**src/rtl/core/ffha_pkg.sv**
```systemverilog
// ---------------------------------------------------------------------------
// ffha_pkg
// Shared types and status codes of the first-fit heap allocator.
// ---------------------------------------------------------------------------
package ffha_pkg;

    typedef enum logic [1:0] {
        ST_DONE    = 2'd0,
        ST_OOM     = 2'd1,
        ST_BAD_ADR = 2'd2
    } t_status;

    typedef enum logic [2:0] {
        S_IDLE,
        S_SCAN,
        S_SHIFT,
        S_RESULT
    } t_state;

    // operation broadcast to every cell of the row
    typedef enum logic [2:0] {
        OP_HOLD,
        OP_WRITE,
        OP_INSERT,
        OP_REMOVE
    } t_op;

endpackage

```
**src/rtl/core/ffha_cell.sv**
```systemverilog
// ---------------------------------------------------------------------------
// ffha_cell
// One table entry: start, payload size and free flag; shifts with neighbors.
// ---------------------------------------------------------------------------
module ffha_cell #(
    parameter int IDX_W = 6
) (
    input  logic               i_clk,
    input  ffha_pkg::t_op      i_op,
    input  logic [IDX_W-1:0]   i_my_idx,
    input  logic [IDX_W-1:0]   i_tgt_idx,
    input  logic [15:0]        i_new_start,
    input  logic [16:0]        i_new_bytes,
    input  logic               i_new_free,
    input  logic [15:0]        i_left_start,
    input  logic [16:0]        i_left_bytes,
    input  logic               i_left_free,
    input  logic [15:0]        i_right_start,
    input  logic [16:0]        i_right_bytes,
    input  logic               i_right_free,
    output logic [15:0]        o_start,
    output logic [16:0]        o_bytes,
    output logic               o_free
);
    import ffha_pkg::*;

    logic [15:0] r_start;
    logic [16:0] r_bytes;
    logic        r_free;

    always_ff @(posedge i_clk) begin
        unique case (i_op)
            OP_WRITE: begin
                if (i_my_idx == i_tgt_idx) begin
                    r_start <= i_new_start;
                    r_bytes <= i_new_bytes;
                    r_free  <= i_new_free;
                end
            end
            OP_INSERT: begin
                if (i_my_idx == i_tgt_idx) begin
                    r_start <= i_new_start;
                    r_bytes <= i_new_bytes;
                    r_free  <= i_new_free;
                end else if (i_my_idx > i_tgt_idx) begin
                    r_start <= i_left_start;
                    r_bytes <= i_left_bytes;
                    r_free  <= i_left_free;
                end
            end
            OP_REMOVE: begin
                if (i_my_idx >= i_tgt_idx) begin
                    r_start <= i_right_start;
                    r_bytes <= i_right_bytes;
                    r_free  <= i_right_free;
                end
            end
            default: begin
            end
        endcase
    end

    assign o_start = r_start;
    assign o_bytes = r_bytes;
    assign o_free  = r_free;

endmodule

```
**config.mk**
```make
export PLATFORM = sky130hd
export DESIGN_NAME = ffha_cell
export DESIGN_NICKNAME = d
export VERILOG_FILES = /design/src/rtl/core/ffha_pkg.sv /design/src/rtl/core/ffha_cell.sv
export SDC_FILE = /design/constraint.sdc
export NUM_CORES = 1
export LEC_CHECK = 0
export ABC_AREA = 1
export BUFFER_PORTS_ARGS = -buffer_cell sky130_fd_sc_hd__buf_2
export CORE_MARGIN = 2
export CORE_UTILIZATION = 35
export CTS_BUF_LIST = sky130_fd_sc_hd__clkbuf_16
export CTS_CLUSTER_DIAMETER = 150
export DETAILED_ROUTE_END_ITERATION = 16
export HOLD_SLACK_MARGIN = 0.06
export PLACE_DENSITY = 0.65
export SYNTH_ARGS = -nofsm -noshare
export SYNTH_HDL_FRONTEND = slang
export SYNTH_SLANG_ARGS = --single-unit
export TNS_END_PERCENT = 10
```
**constraint.sdc**
```tcl
create_clock -name i_clk -period 5.1 [get_ports i_clk]
set_input_delay 0 -clock i_clk [delete_from_list [all_inputs] [get_ports i_clk]]
set_output_delay 0 -clock i_clk [all_outputs]
set_load 0.02 [all_outputs]
```
== Yosys cells after proc, flatten, opt, wreduce, memory -nomap -nowiden ==
Index checks and enable logic that the tools add are counted.

* Order comparisons: 2
* Equal/unequal tests: 7
* Multiplexer cells: 15
* Reductions and logical operators: 2

{| class="wikitable"
|+ Operators by type and width
! operator !! number
|-
| $mux 17 || 4
|-
| $mux 16 || 4
|-
| $pmux 17 s3 || 1
|-
| $pmux 16 s3 || 1
|-
| $eq 3x2->1 const B || 2
|-
| $eq 6x6->1 || 1
|-
| $ge 6x6->1 || 1
|-
| $gt 6x6->1 || 1
|-
| $mux 1 || 4
|-
| $ne 2x2->1 const B || 2
|-
| $reduce_and 4->1 || 1
|-
| $eq 3x1->1 const B || 1
|-
| $ne 3x3->1 const B || 1
|-
| $pmux 1 s3 || 1
|-
| $reduce_bool 3->1 || 1
|}

* Register bits after elaboration: 34
* Bits of input ports: 118
* Output and inout port bits: 34

== Longest topological paths before layout ==
Gate-level depths: netlist of the first run.

* Word-level depth: 4
* Mapped depth: 9
* Gate-level depth less buffers: 9

== Worst setup path after synthesis of the first run ==
OpenSTA, ideal clock, no wires.

* Path type: input-to-reg
* From: input port i_tgt_idx[1]
* To: register r_bytes[0], in the netlist o_bytes[0], enable pin
* Data arrival time: 1,480 ps
* Path slack: 3,228 ps
* Cell stages on the path: 8
* Cells stage by stage: inv_1 ha_1 nand2_1 nor2_8 nand2_1 nand2_1 nand2_1 nand2_1

* Longest elaborated chain between the ends: 3

{| class="wikitable"
|+ RTL lines
! what !! RTL line !! source
|-
| from (decl) || ffha_cell.sv:11 || <nowiki>input logic [IDX_W-1:0] i_tgt_idx,</nowiki>
|-
| $gt 6x6->1 (tied with other cells) || ffha_cell.sv:45 || <nowiki>end else if (i_my_idx > i_tgt_idx) begin</nowiki>
|-
| $ne 3x3->1 (no source line) or $ne 2x2->1 (tied branches) || -- ||
|-
| $reduce_and 4->1 (no source line) * || -- ||
|-
| to (signal assigned) || ffha_cell.sv:43 || <nowiki>r_bytes <= i_new_bytes;</nowiki>
|-
| to (signal assigned) || ffha_cell.sv:47 || <nowiki>r_bytes <= i_left_bytes;</nowiki>
|-
| to (signal assigned) || ffha_cell.sv:54 || <nowiki>r_bytes <= i_right_bytes;</nowiki>
|-
| to (decl) || ffha_cell.sv:28 || <nowiki>logic [16:0] r_bytes;</nowiki>
|}

Every way passes the cells marked *; elsewhere a longest branch is shown, timed or not.
A chain may end at the register's enable or synchronous reset.

== Worst setup path in the final report of the first run ==
* From: input port i_op[1]
* To: register r_bytes[1], in the netlist o_bytes[1], enable pin

* Longest elaborated chain between the ends: 3

{| class="wikitable"
|+ RTL lines
! what !! RTL line !! source
|-
| from (decl) || ffha_cell.sv:9 || <nowiki>input ffha_pkg::t_op i_op,</nowiki>
|-
| $eq 3x2->1 or $eq 3x1->1 (tied branches) || ffha_cell.sv:32 || <nowiki>unique case (i_op)</nowiki>
|-
| $ne 3x3->1 (no source line) (tied with other cells) || -- ||
|-
| $reduce_and 4->1 (no source line) * || -- ||
|-
| to (signal assigned) || ffha_cell.sv:36 || <nowiki>r_bytes <= i_new_bytes;</nowiki>
|-
| to (signal assigned) || ffha_cell.sv:43 ||
|-
| to (signal assigned) || ffha_cell.sv:47 ||
|}

Marks and branches as above.

==> results of run 1 <==
-- per-stage QoR --
stage               cell area (um2)  utilization  std cells
floorplan                      2760            -        403
global placement               3480        0.452        633
detailed placement             3480        0.452        633
CTS                            3620        0.471        641
global route                   3620        0.471        641
finish                         3620        0.471        641
-- power by group --
group | total (mW) | switching (mW) | internal, mW
sequential | 0.341 | 0.00558 | 0.335
combinational | 0.202 | 0.126 | 0.0764
clock | 0.285 | 0.107 | 0.178
-- sequential cells by signal, summed over array words and instances (netlist names) --
name and count:
o_start 16, o_free 1, o_bytes 17
-- final cells by class --
class,instances,area (um2),area share
Clock buffer,5,125,0.0346
Clock inverter,3,16.3,0.00450
Inverter,115,432,0.119
Multi-Input combinational cell,231,1140,0.315
Sequential cell,34,1020,0.282
Tap cell,102,128,0.0353
Timing Repair Buffer,151,756,0.209
-- kinds of logic after synthesis --
group           Yosys count  synth area share
simple gates            189             0.320
flops                    34             0.370
compound gates           36            0.0653
fa+ha+maj                 6            0.0272
buf+inv                 138             0.218
-- per-layer routing --
layer / track usage / share of wire
met1: 0.213 / 0.42
met3: 0.0358 / 0.082
met2: 0.293 / 0.49
met4: 0.0404 / 0.0078
met5: 0 / 0
-- synthesized netlist by cell type --
cell type	count
or2_2	1
nor2_4	2
o21ai_0	35
buf_2	9
buf_4	3
nand3_1	104
edfxtp_1	34
nand2_1	78
ha_1	6
inv_1	113
nand2_2	1
inv_2	2
nand2_4	1
clkbuf_1	3
buf_6	8
nor2_8	1
nor2_1	1
a21oi_1	1
-- worst min path at each step --
stage	startpoint	end	slack, ns	cells after the start
after floorplan	i_left_bytes[0]	o_bytes[0]	0.27	4
after global placement	i_left_bytes[12]	o_bytes[12]	0.37	5
after detailed placement	i_left_bytes[14]	o_bytes[14]	0.37	5
after CTS	i_left_bytes[14]	o_bytes[14]	0.09	5
after global routing	i_left_bytes[10]	o_bytes[10]	0.11	5
final	i_left_bytes[10]	o_bytes[10]	0.1	5
-- critical path: stages --
cell and delay [ns]:
buf_2 0.09, inv_1 0.05, nor2_4 0.91, inv_2 0.12, or2_2 0.35, nand2_2 0.60
==> results.py, run 1 <==
metrics = {
    "final_layout": {
        "n_antenna_cell": 0,
        "finalNetCount": 662,
        "num-fill-cells": 843,
        "final_common_cell": "buf_2",
        "drive_above_1_share": 0.310,
        "syn2layout_area_growth_pct": 31.1,
        "layout_common_cells": "buf_2 (151), inv_1 (113), nand3_1 (104), nand2_1 (77), o21ai_0 (35)",
    },
    "detailed_routing": {
        "drt-pass1-iter-count": 4,
        "post_drt_wl_per_cell_um": 11.4,
        "drt_wl_total_um": 7310,
        "ant_nets": 0,
        "viasPerCell": 4.53,
        "drcViolationCount": 0,
        "vias": 2906,
        "drt-initial-drc-count": 160,
    },
    "global_routing": {
        "grt_pass1_vias": 2643,
        "gr-usage-all-layers": 0.168,
        "overflow": 0,
        "grt_pass1_wl_um": 11800,
        "antenna_found_initial": 0,
        "grt_max_degree": 71,
    },
    "setup_path": {
        "crit_type": "primary input to flip-flop",
        "crit_path_start_kind": "primary input",
        "worstPathRequired_ns": 5.00,
        "crit_fanout": 70,
        "critPathArrivalTime_ns": 2.18,
        "setup.worst_path.start": "i_op[1]",
        "endpoint_kind": "flip-flop",
        "endpoint": "o_bytes[1]",
    },
    "floorplan": {
        "design.core.area_um2": 7690,
        "rows": 32,
        "dieArea_um2": 8610,
        "initial_utilization": 0.359,
        "io-pin-count": 152,
        "die_y_um": 92.8,
        "die_w_um": 92.8,
    },
    "flow_run": {
        "cap_violations": 0,
    },
    "synthesis": {
        "synth_top_area_frac": 0.370,
        "ys_seq_area_frac": 0.370,
        "synth_area_leaders": "edfxtp_1 (37%), nand3_1 (19%), inv_1 (15%)",
        "syn_area_um2": 2760,
        "syn_nets": 527,
        "synth_cell_type_count": 18,
        "yosys.area.top_type": "edfxtp_1",
        "yosys_warnings": 0,
        "ys_ff_latch": 34,
        "synthCells": 403,
        "synth.avg_cell_area_um2": 6.85,
    },
    "clock_network": {
        "cts_tree": "built",
        "cts_buffer_depth": 2,
        "ctsResizeCount": 0,
        "htreeDepth": 2,
        "clk_pin_slew_worst_paths_ns": 0.05,
        "cts_sinks": 34,
        "cts_setup_buffers": 0,
        "clk_root_buffer_cell": "clkbuf_16",
        "cts_made_buffers": 5,
        "cts_hold_buf": 0,
    },
    "power": {
        "total_power_mw": 0.828,
        "p_leak_nw": 2.05,
        "ir_drop_mv": 0.114,
        "power_density_nw_per_um2": 229,
    },
    "sta": {
        "maxSlewViolCount": 0,
        "tightest_slew_ns": 1.26,
        "whs_ns": 0.0971,
        "final.period_utilization": 0.448,
        "tns_ns": 0,
        "clock.fmax_ghz": 0.438,
        "setup_slack_ns": 2.82,
        "setup_violations": 0,
        "maxSlewHeadroom": 0.161,
        "min_period_ns": 2.28,
        "final-hold-violation-count": 0,
        "rsz0062_at_grt": "false",
    },
    "place": {
        "port_buffers": 151,
        "dp_hpwl_um": 5210,
        "gp_congestion": 0.776,
        "place_ws_ns": 2.53,
    },
    "run_status": {
        "outcome": "completed",
    },
    "worst_hold_path": {
        "hold_class": "primary input to flip-flop",
    },
}
Note: power is estimated with default switching activity, not from simulation.
==> run 2: changes to the inputs <==
clock period = 2.15 ns   (was 5.1 ns; I/O delays follow)
==> run 2 against run 1 <==
Effect of this change:
- first-iteration DRC count fell by 24%
- clock power rose by 130%
- non-clock buffer count rose by 8
- core utilization rose by 0.73 points
- clock-buffer cell count did not move
- worst hold slack got worse by 0.0024 ns
- critical endpoint is now o_bytes[5]
- largest power group unchanged
==> results.py, run 2 (synthesized netlist as in run 1, its figures left out) <==
metrics = {
    "detailed_routing": {
        "ant_nets": 0,
        "vias": 2943,
        "drt-pass1-iter-count": 4,
        "drt-initial-drc-count": 122,
        "highest_layer": "met4",
        "viasPerCell": 4.53,
        "wl_met2_um": 3460,
        "met3_length_um": 612,
        "drt-met1-wl_um": 3150,
        "drcViolationCount": 0,
        "drt_wl_total_um": 7260,
        "post_drt_wl_per_cell_um": 11.2,
    },
    "setup_path": {
        "worstPathRequired_ns": 2.11,
        "critPathMaxStageDelay_ns": 0.29,
        "critPathArrivalTime_ns": 1.27,
        "crit_path_start_kind": "primary input",
        "crit_path_frequent_cell": "nand2_1",
        "crit_fanout": 20,
        "crit_type": "primary input to flip-flop",
        "endpoint_kind": "flip-flop",
        "crit_buf_inv": 3,
        "critPathTopFamily": "buffers and inverters",
        "slowest_stage": "ha_1",
        "crit_chain": "buf_2, ha_1, nand2_1, inv_2, nand2_1, nand2_1, nand2_1, nand2_2, buf_4",
    },
    "clock_network": {
        "clk_pin_slew_worst_paths_ns": 0.05,
        "cts_buffer_depth": 2,
        "ctsResizeCount": 0,
        "cts_tree": "built",
        "clk_root_buffer_cell": "clkbuf_16",
        "cts_made_buffers": 5,
        "cts_hold_buf": 0,
        "cts_sinks": 34,
        "cts_setup_buffers": 0,
        "htreeDepth": 2,
    },
    "sta": {
        "tightest_slew_ns": 0.809,
        "rsz0062_at_grt": "false",
        "whs_ns": 0.0947,
        "final.period_utilization": 0.611,
        "maxSlewViolCount": 0,
        "setup_slack_ns": 0.837,
        "setup_violations": 0,
        "min_period_ns": 1.31,
        "maxSlewHeadroom": 0.460,
        "tns_ns": 0,
        "final-hold-violation-count": 0,
        "clock.fmax_ghz": 0.762,
    },
    "power": {
        "power_density_nw_per_um2": 532,
        "ir_drop_mv": 0.285,
        "p_leak_nw": 2.10,
    },
    "worst_hold_path": {
        "hold_class": "primary input to flip-flop",
        "whs_endpoint": "o_bytes[15]",
        "holdPathStages": 5,
        "hp-start": "i_left_bytes[15]",
    },
    "final_layout": {
        "largest_reg_flops": 17,
        "n_antenna_cell": 0,
        "drive_above_1_share": 0.318,
        "num-fill-cells": 810,
        "finalNetCount": 670,
        "final_common_cell": "buf_2",
        "layout_common_cells": "buf_2 (151), inv_1 (114), nand3_1 (104), nand2_1 (77), o21ai_0 (35)",
        "utilization": 0.478,
        "syn2layout_area_growth_pct": 33.1,
    },
    "floorplan": {
        "design.core.area_um2": 7690,
        "io-pin-count": 152,
        "rows": 32,
        "die_w_um": 92.8,
        "die_y_um": 92.8,
        "initial_utilization": 0.359,
        "dieArea_um2": 8610,
    },
    "place": {
        "place_ws_ns": 0.538,
        "port_buffers": 151,
        "gp_congestion": 0.817,
        "dp_hpwl_um": 5560,
    },
    "run_status": {
        "outcome": "completed",
    },
    "global_routing": {
        "grt_max_degree": 35,
        "grt_pass1_vias": 2557,
        "overflow": 0,
        "grt_pass1_wl_um": 11600,
        "gr-usage-all-layers": 0.167,
        "antenna_found_initial": 0,
    },
    "flow_run": {
        "cap_violations": 0,
    },
}
run 2: cell count changes in the layout (fill, tap and decap cells not counted), sizes merged:
cell,delta
clkinvlp,-1
inv,+1
buf,+8
run 2: how the worst max path moves through the flow:
stage                  from          end  cells after the start
3_5_place_dp   i_tgt_idx[3]  o_start[13]                     10
6_report        i_my_idx[3]   o_bytes[5]                      9
4_1_cts        i_tgt_idx[3]  o_start[13]                     10
5_1_grt        i_tgt_idx[3]  o_start[13]                     10
3_3_place_gp   i_tgt_idx[3]   o_start[9]                     10
2_1_floorplan  i_tgt_idx[1]   o_bytes[0]                      8
run 2: routing by layer:
| metal | vias up | GRT usage |
|---|---|---|
| met3 | 2 | 0.0399 |
| li1 | 1540 | - |
| met1 | 1292 | 0.213 |
| met4 | 0 | 0.0392 |
| met2 | 109 | 0.286 |
| met5 | - | 0 |
run 2: report_power, final:
| group | switching, mW | internal, mW | leakage, nW | total, mW |
|---|---|---|---|---|
| Sequential | 0.0132 | 0.794 | 0.305 | 0.808 |
| Clock | 0.239 | 0.418 | 0.0724 | 0.657 |
| Combinational | 0.300 | 0.192 | 1.72 | 0.492 |
| Total | 0.552 | 1.40 | 2.10 | 1.96 |
run 2: layout make-up:
type / instances / area (um2) / share of cell area
sequential: 34 / 1020 / 0.278
multi-input combinational: 231 / 1140 / 0.311
clock inverter: 3 / 12.5 / 0.00340
timing repair buffer: 159 / 816 / 0.222
clock buffer: 5 / 125 / 0.0340
tap: 102 / 128 / 0.0347
inverter: 115 / 432 / 0.117
run 2: per-stage QoR:
stage | total power, mW | cells | cell area (um2)
after floorplan | 1.12 | 403 | 2760
after global placement | 1.31 | 641 | 3540
after detailed placement | 1.32 | 641 | 3540
after CTS | 1.98 | 649 | 3670
after global routing | 2.07 | 649 | 3670
final | 1.96 | 649 | 3670
